--- config.mk ---
export PLATFORM = sky130hd
export DESIGN_NAME = skt_cell
export DESIGN_NICKNAME = d
export VERILOG_FILES = /design/src/design/skt_pkg.sv /design/src/design/skt_cell.sv
export SDC_FILE = /design/constraint.sdc
export NUM_CORES = 1
export LEC_CHECK = 0
export ABC_AREA = 1
export BUFFER_PORTS_ARGS = -buffer_cell sky130_fd_sc_hd__buf_2
export CAP_MARGIN = 20
export CORE_AREA = 2 2 128 130
export CTS_CLUSTER_DIAMETER = 80
export DETAILED_ROUTE_END_ITERATION = 8
export DIE_AREA = 0 0 130 132
export PLACE_DENSITY = 0.67
export SYNTH_ARGS = -nofsm -noshare
export SYNTH_HDL_FRONTEND = slang
export SYNTH_SLANG_ARGS = --single-unit
--- constraint.sdc ---
create_clock -name clk_i -period 5.7 [get_ports clk_i]
set_input_delay 0.285 -clock clk_i [delete_from_list [all_inputs] [get_ports clk_i]]
set_output_delay 0.285 -clock clk_i [all_outputs]
set_load 0.1 [all_outputs]
--- src/design/skt_pkg.sv ---
// ----------------------------------------------------------------------------
// skt_pkg
// Shared types and constants for the sorted key table and its cells.
// ----------------------------------------------------------------------------
package skt_pkg;

  localparam int unsigned CAPACITY = 32;
  localparam int unsigned CNT_W    = $clog2(CAPACITY + 1);
  localparam int unsigned IDX_W    = $clog2(CAPACITY);

  localparam logic [2:0] KIND_INSERT = 3'd0;
  localparam logic [2:0] KIND_UPDATE = 3'd1;
  localparam logic [2:0] KIND_DELETE = 3'd2;
  localparam logic [2:0] KIND_LOOKUP = 3'd3;
  localparam logic [2:0] KIND_LIST   = 3'd4;

  localparam logic [2:0] ST_OK      = 3'd0;
  localparam logic [2:0] ST_DUP     = 3'd1;
  localparam logic [2:0] ST_MISSING = 3'd2;
  localparam logic [2:0] ST_FULL    = 3'd3;
  localparam logic [2:0] ST_EMPTY   = 3'd4;

  typedef enum logic [1:0] {
    S_IDLE,
    S_ACT,
    S_LIST
  } skt_state_e;

  typedef enum logic [2:0] {
    M_HOLD,
    M_CMP,
    M_INS,
    M_DEL,
    M_UPD,
    M_ROT
  } skt_mode_e;

  typedef struct packed {
    logic        [2:0]  kind;
    logic signed [31:0] key;
    logic        [31:0] value;
  } skt_in_t;

  typedef struct packed {
    logic        [2:0]  status;
    logic signed [31:0] out_key;
    logic        [31:0] out_value;
    logic               last;
  } skt_out_t;

  typedef struct packed {
    logic signed [31:0] key;
    logic        [31:0] value;
  } skt_entry_t;

  typedef struct packed {
    skt_mode_e          mode;
    logic signed [31:0] key;
    logic        [31:0] value;
  } skt_cmd_t;

endpackage

--- src/design/skt_cell.sv ---
// ----------------------------------------------------------------------------
// skt_cell
// One slot of the table: holds an entry, compares it with the broadcast key
// and shifts, updates or rotates it under the broadcast command.
// ----------------------------------------------------------------------------
module skt_cell (
  input  logic                clk_i,
  input  skt_pkg::skt_cmd_t   cmd_i,
  input  logic                occ_i,
  input  logic                prev_sel_i,
  input  skt_pkg::skt_entry_t prev_i,
  input  skt_pkg::skt_entry_t next_i,
  input  logic                next_occ_i,
  input  skt_pkg::skt_entry_t head_i,
  output skt_pkg::skt_entry_t entry_o,
  output logic                sel_o,
  output logic                eq_o
);

  skt_pkg::skt_entry_t entry_q, entry_d;
  logic                sel_q, sel_d;
  logic                eq_q, eq_d;

  always_comb begin
    entry_d = entry_q;
    sel_d   = sel_q;
    eq_d    = eq_q;
    unique case (cmd_i.mode)
      skt_pkg::M_CMP: begin
        sel_d = !occ_i || ($signed(entry_q.key) >= $signed(cmd_i.key));
        eq_d  = occ_i && (entry_q.key == cmd_i.key);
      end
      skt_pkg::M_INS: begin
        if (sel_q) begin
          if (prev_sel_i) begin
            entry_d = prev_i;
          end else begin
            entry_d.key   = cmd_i.key;
            entry_d.value = cmd_i.value;
          end
        end
      end
      skt_pkg::M_DEL: begin
        if (sel_q) begin
          entry_d = next_i;
        end
      end
      skt_pkg::M_UPD: begin
        if (eq_q) begin
          entry_d.value = cmd_i.value;
        end
      end
      skt_pkg::M_ROT: begin
        if (occ_i) begin
          entry_d = next_occ_i ? next_i : head_i;
        end
      end
      default: begin
      end
    endcase
  end

  always_ff @(posedge clk_i) begin
    entry_q <= entry_d;
    sel_q   <= sel_d;
    eq_q    <= eq_d;
  end

  assign entry_o = entry_q;
  assign sel_o   = sel_q;
  assign eq_o    = eq_q;

endmodule

==> summary.md, run 1 <==
| Metric | Value |
|---|---|
| GP Congestion | `roughly 0.83` |
| Max-cap violations | `0` |
| Final Power | `between 0.0015 and 0.002 W` |
| CP Launch Type | `input port` |
| Critical path required time | `between 5 and 6 ns` |
| Final setup fails | `0` |
| Most used standard cell by instance count after synthesis | `nand2_1` |
| Max Buffers Root-to-Sink | `2` |
| CTS tree | `yes` |
| Worst Reg-to-Reg Cells | `10` |
| Place WS | `roughly 2.7 ns` |
| Synthesized area | `0.00557 mm²` |
| Initial core utilization | `between 30% and 40%` |
| Crit path time final | `2.32 ns` |
| Synth cell count leaders | `nand2_1, inv_1, edfxtp_1, mux2i_1, o211ai_1` |
| Gr ovfl total | `0` |
| Worst slew pin tran | `approximately 0.94 ns` |
| Total CTS buffers | `9` |
| Final #Nets | `roughly 1300` |
| Max-Slew Margin vs Limit | `approximately 37%` |
| Worst path max stage delay | `around 0.63 ns` |
| Endpoint class of the critical path | `flop` |
| Filler Cells Inserted | `between 1500 and 2000` |
| Setup TNS | `0 ns` |
| # rows | `46` |
| Final period utilization | `roughly two fifths` |
| Avg Cell Area, Syn | `a little over 8 µm²` |
| PostCTS Resize Cnt | `0` |
| Most area-hungry cell type in the Yosys netlist | `edfxtp_1` |
| Syn Nets | `~990` |
| First-pass GRT wire length | `30.0 mm` |
| Final Skew | `~0.0037 ns` |
| Remaining DRCs | `0` |
| Via-to-Cell Ratio | `4.92` |
| Synth area leaders | `edfxtp_1, nand2_1, inv_1, mux2i_1, ha_1` |
| Ys flop type | `edfxtp_1` |
| Max Slew Vio Count | `0` |
| Vias | `between 5000 and 6000` |
| Slowest stage cell, crit path | `inv_2` |
| Starting DRT DRC Count | `approximately 210` |
| Port Buf Inserts | `328` |
| Fraction of layout cells with a size suffix above 1 | `37.8%` |
| # H-tree levels | `3` |
| Worst EP arrival | `between 2 and 2.5 ns` |
| Leak | `just under 4 nW` |
| Register area share after synthesis | `a little over a third` |
| First-pass DRT Iterations | `4` |
| CTS clk-pin slew, worst paths | `0.06 ns` |
| I/O Pins | `329` |
| Final Hold Viols | `0` |
| Worst setup path category | `input port to flop` |
| Post-Route WL | `between 15 and 20 mm` |
| Number of global-route vias before repair | `~6000` |
| Power Density | `between 200 and 250 mW/mm²` |
| Hold_buf cts | `0` |
| RSZ-0062 raised after global routing | `false` |
| HP Class | `input port to flop` |
| Die Ht | `approximately 130 µm` |
| Distinct cells, synth | `29` |
| Syn Inst Count | `~690` |
| Core Region | `0.0157 mm²` |
| Root Driver | `clkbuf_16` |
| VDD IR max | `0.134 mV` |
| Synth warn | `0` |
| Worst Path Max Fanout | `44` |
| Hold Path Stages | `3` |
| Post-synth EDFFs | `66` |
| Clk Latency, worst-skew pair | `0.34 ns` |
| Status | `finished, final reports clean` |
| Ys async rst share | `0%` |
| Register bit total from synthesis | `66` |
| Antenna violations before repair | `2` |
| Final instance area | `0.00773 mm²` |
| Die area | `between 0.015 and 0.02 mm²` |
| Placed inst area | `around 0.0074 mm²` |
| Largest net degree at the start of global routing | `68` |
| DIE WIDTH | `roughly 130 µm` |
| Routed WL per cell | `between 15 and 20 µm` |
| CTS sink cnt | `between 60 and 70` |
| Antenna Nets Post-Route | `0` |
| Worst path cell trace | `buf_2 -> inv_1 -> nand2_1 -> nor2_4 -> inv_2 -> o22ai_1 -> a21oi_4 -> buf_16` |
| Post-CTS setup buffer count | `0` |
| Post-DP HPWL | `15.0 mm` |
| Gr usage total | `between 20 and 25%` |
| Syn-to-layout area delta | `38.8%` |
| F_max | `around 430 MHz` |
| Final WS setup | `~3.4 ns` |
| Post-synth top area share | `between 30% and 40%` |
worst paths after layout:
kind	slack [ns]	to	start
hold / removal	0.26	entry_o[17]$_DFFE_PP_	next_i[17]
hold reg to reg	0.91	sel_o$_DFFE_PN_	entry_o[63]$_DFFE_PP_
setup reg to reg	3.44	sel_o$_DFFE_PN_	entry_o[63]$_DFFE_PP_
setup / recovery	3.38	entry_o[30]$_DFFE_PP_	cmd_i[65]
metal layers:
| layer | track usage (%) | part of all wire (%) |
|---|---|---|
| met1 | 25.7 | 41 |
| met4 | 8.54 | 2.4 |
| met2 | 39.7 | 50 |
| met3 | 5.03 | 7.1 |
| met5 | 0 | 0.036 |
state kept, by name, indices dropped and copies added, names as in the netlist:
name	count
entry_o	64
eq_o	1
sel_o	1
layout by cell type (no fill, tap or decap), types with 3 or more instances in the layout:
| cell | synthesis | routed |
|---|---|---|
| a21oi_1 | 18 | 15 |
| buf_4 | 0 | 6 |
| inv_1 | 120 | 120 |
| ha_1 | 32 | 32 |
| clkinv_1 | 0 | 4 |
| nand3_1 | 3 | 3 |
| nor2_1 | 12 | 11 |
| buf_2 | 12 | 327 |
| o221ai_2 | 20 | 20 |
| mux2i_1 | 41 | 41 |
| edfxtp_1 | 66 | 66 |
| nand2_1 | 210 | 210 |
| o211ai_1 | 40 | 40 |
| o2111ai_1 | 32 | 32 |
| o21ai_0 | 34 | 34 |
| a21oi_4 | 0 | 3 |
| clkbuf_16 | 0 | 9 |
| o221ai_1 | 3 | 3 |
| inv_2 | 5 | 5 |
cell families after synthesis:
group / Yosys count / share of synthesized area, %
muxes: 42 / 7.57
DFF: 66 / 35.6
buffers and inverters: 166 / 11.7
and+or+nand+nor: 233 / 16.3
AOI/OAI and AO/OA: 152 / 21.6
adders and majority gates: 32 / 7.19
through the flow:
step | std cells | hold slack [ns] | utilization, %
after global placement | 1199 | 0.606 | 46.9
after global routing | 1219 | 0.272 | 49.2
after detailed placement | 1199 | 0.610 | 46.9
final | 1219 | 0.262 | 49.2
after CTS | 1215 | 0.248 | 48.7
after floorplan | 691 | 0.499 | -
cell type report:
cell class,instances,area [µm²],share of cell area (%)
multi-input cells,459,2970,38.4
flip-flops and latches,66,1980,25.6
repair buffers,336,1760,22.7
inverters,125,469,6.07
well taps,216,270,3.50
clock buffers,11,233,3.01
clock inverters,5,45.0,0.583
diodes,1,2.50,0.0324
where the power goes:
part / switching, W / total, W / leakage (nW) / internal (W)
clock: 0.000212 / 0.000545 / 0.134 / 0.000333
sequential: 0.0000165 / 0.000607 / 0.629 / 0.000591
combinational: 0.000489 / 0.000685 / 3.20 / 0.000196
total: 0.000718 / 0.00184 / 3.96 / 0.00112
critical path, delay by kind of cell:
| family | cells | cell delay (ns) |
|---|---|---|
| buffers and inverters | 4 | 1.00 |
| AO/OA/AOI/OAI | 2 | 0.83 |
| AND/OR/NAND/NOR | 2 | 0.21 |
No activity file was read; power rests on OpenSTA's default activity.
==> run 2, diff against run 1 <==
CORE_AREA = 2 2 129 131   (was 2 2 128 130)
DIE_AREA = 0 0 131 133   (was 0 0 130 132)
PLACE_DENSITY = 0.66   (was 0.67)
clock period = 2.2 ns   (was 5.7 ns; I/O delays follow)
==> run 2 against run 1 <==
Compared with the run above: combinational power increased to 2.6 times the previous value; routed wire length decreased by 1.2%; register-to-register slack got worse by 3.1 ns; sequential cell count unchanged; largest power group unchanged; first-iteration DRC count increased by 26%; power increased to 2.6 times the previous value; sequential share of layout area decreased by 0.27 points; core utilization decreased by 0.89 points; global-route usage decreased by 0.83 points; design area increased by 1.1%.
==> summary.md, run 2 (synthesized netlist as in run 1, its figures left out) <==
| Metric | Value |
|---|---|
| HP Class | `input port to flop` |
| RSZ-0062 raised after global routing | `false` |
| Crit path buffers/inverters | `0` |
| Final Power | `0.00475 W` |
| F_max | `approximately 540 MHz` |
| Root Driver | `clkbuf_16` |
| PostCTS Resize Cnt | `0` |
| Final Hold Viols | `0` |
| GP Congestion | `slightly above 0.8` |
| Worst EP arrival | `a little under 2 ns` |
| Gr ovfl total | `0` |
| I/O Pins | `329` |
| Syn-to-layout area delta | `40.3%` |
| Initial core utilization | `between 30% and 40%` |
| Via-to-Cell Ratio | `slightly below 5` |
| Hold_buf cts | `0` |
| Starting DRT DRC Count | `270` |
| Leak | `3.99 nW` |
| Clk Latency, worst-skew pair | `about 0.33 ns` |
| CTS clk-pin slew, worst paths | `0.06 ns` |
| Most frequent cell on the critical path | `nand2_1` |
| Total CTS buffers | `9` |
| Top cell family by delay on the critical path | `simple AND/OR/NAND/NOR gates` |
| # rows | `47` |
| Largest net degree at the start of global routing | `64` |
| Hold_ws | `between 0.09 and 0.1 ns` |
| DIE WIDTH | `131 µm` |
| Crit path time final | `approximately 1.9 ns` |
| Post-Route WL | `roughly 19 mm` |
| Die Ht | `approximately 130 µm` |
| CP Launch Type | `flop` |
| Post-DP HPWL | `between 10 and 15 mm` |
| Fraction of layout cells with a size suffix above 1 | `slightly below 40%` |
| Vias | `around 6000` |
| First-pass DRT Iterations | `4` |
| Antenna Nets Post-Route | `0` |
| Max-Slew Margin vs Limit | `56.4%` |
| Max Slew Vio Count | `0` |
| Number of global-route vias before repair | `roughly 5900` |
| VDD IR max | `approximately 0.3 mV` |
| Commonest non-fill, non-tap cells in the layout | `buf_2, nand2_1, inv_1` |
| Gr usage total | `21.5%` |
| # H-tree levels | `3` |
| Core Region | `between 0.015 and 0.02 mm²` |
| Largest register FFs | `64` |
| Final #Nets | `between 1000 and 1500` |
| Worst path max stage delay | `0.44 ns` |
| Endpoint class of the critical path | `flop` |
| Port Buf Inserts | `328` |
| CTS sink cnt | `66` |
| Antenna violations before repair | `1` |
| CTS tree | `yes` |
| Final setup fails | `0` |
| Final Skew | `between 0.004 and 0.005 ns` |
| Die area | `around 0.017 mm²` |
| Cell Count, Final, Fillers Out | `~1200` |
| R2R Setup Slk | `about 0.33 ns` |
| Status | `finished, final reports clean` |
| Final instance area | `slightly below 0.008 mm²` |
| Post-CTS setup buffer count | `0` |
| Commonest non-fill, non-tap cell in the layout | `buf_2` |
| Critical path required time | `roughly 2.3 ns` |
| Remaining DRCs | `0` |
| Power Density | `609 mW/mm²` |
| Worst path cell trace | `ha_4 -> nand2_2 -> nor2_2 -> nand2_1 -> nor4_2 -> nand2_1 -> nand2_1 -> nand2_1 -> nand2_1 -> nand2_1` |
| Placed inst area | `~0.0075 mm²` |
| DP Cell Count | `between 1000 and 1500` |
| Worst slew pin tran | `0.653 ns` |
| Worst setup path category | `flop to flop` |
| First-pass GRT wire length | `around 29 mm` |
| Slowest stage cell, crit path | `edfxtp_1` |
| Routed WL per cell | `around 16 µm` |
| Max-cap violations | `0` |
| Final period utilization | `84.9%` |
| Max Buffers Root-to-Sink | `2` |
| Worst Path Max Fanout | `4` |
==> run 2: changes by cell type in the layout (fill, tap and decap cells not counted), sizes merged <==
| cell | before | now |
|---|---|---|
| buf | 336 | 342 |
| clkbuf | 11 | 10 |
==> run 2: worst paths after layout <==
kind,start,endpoint,cells after the start
max,entry_o[63]$_DFFE_PP_,sel_o$_DFFE_PN_,10
min reg2reg,entry_o[63]$_DFFE_PP_,sel_o$_DFFE_PN_,5
max reg2reg,entry_o[63]$_DFFE_PP_,sel_o$_DFFE_PN_,10
min,next_i[14],entry_o[14]$_DFFE_PP_,3
==> run 2: area by class of cell <==
class	instances	area, µm²
clock buffers	10	229
diodes	1	2.50
inverters	125	469
fillers	1568	8360
repair buffers	342	1800
well taps	220	275
clock inverters	5	46.3
flip-flops and latches	66	1980
multi-input cells	459	3010
==> run 2: stage by stage <==
step | util (%) | setup slack, ns | TNS (ns)
after floorplan | - | -0.0187 | -0.0187
after global placement | 46.6 | 0.460 | 0
after detailed placement | 46.6 | 0.364 | 0
after CTS | 48.3 | 0.342 | 0
after global routing | 48.3 | 0.202 | 0
final | 48.3 | 0.332 | 0
==> run 2: metal layers <==
layer / up-vias / part of all wire (%) / track usage (%)
met1: 2706 / 40 / 23.9
met5: - / 0 / 0
met3: 24 / 7.8 / 5.14
met2: 259 / 50 / 39.2
li1: 3009 / - / -
met4: 0 / 2.2 / 7.74
==> run 2: worst reg2reg max path, cell delays in order, from the launching register on <==
cell,delay [ns]
edfxtp_1,0.44
ha_4,0.32
nand2_2,0.05
nor2_2,0.11
nand2_1,0.09
nor4_2,0.27
nand2_1,0.12
nand2_1,0.07
nand2_1,0.04
nand2_1,0.05
nand2_1,0.05
==> run 2: power breakdown <==
part	switching (W)	internal, W
registers	0.0000399	0.00153
logic	0.00127	0.000517
clock network	0.000539	0.000858
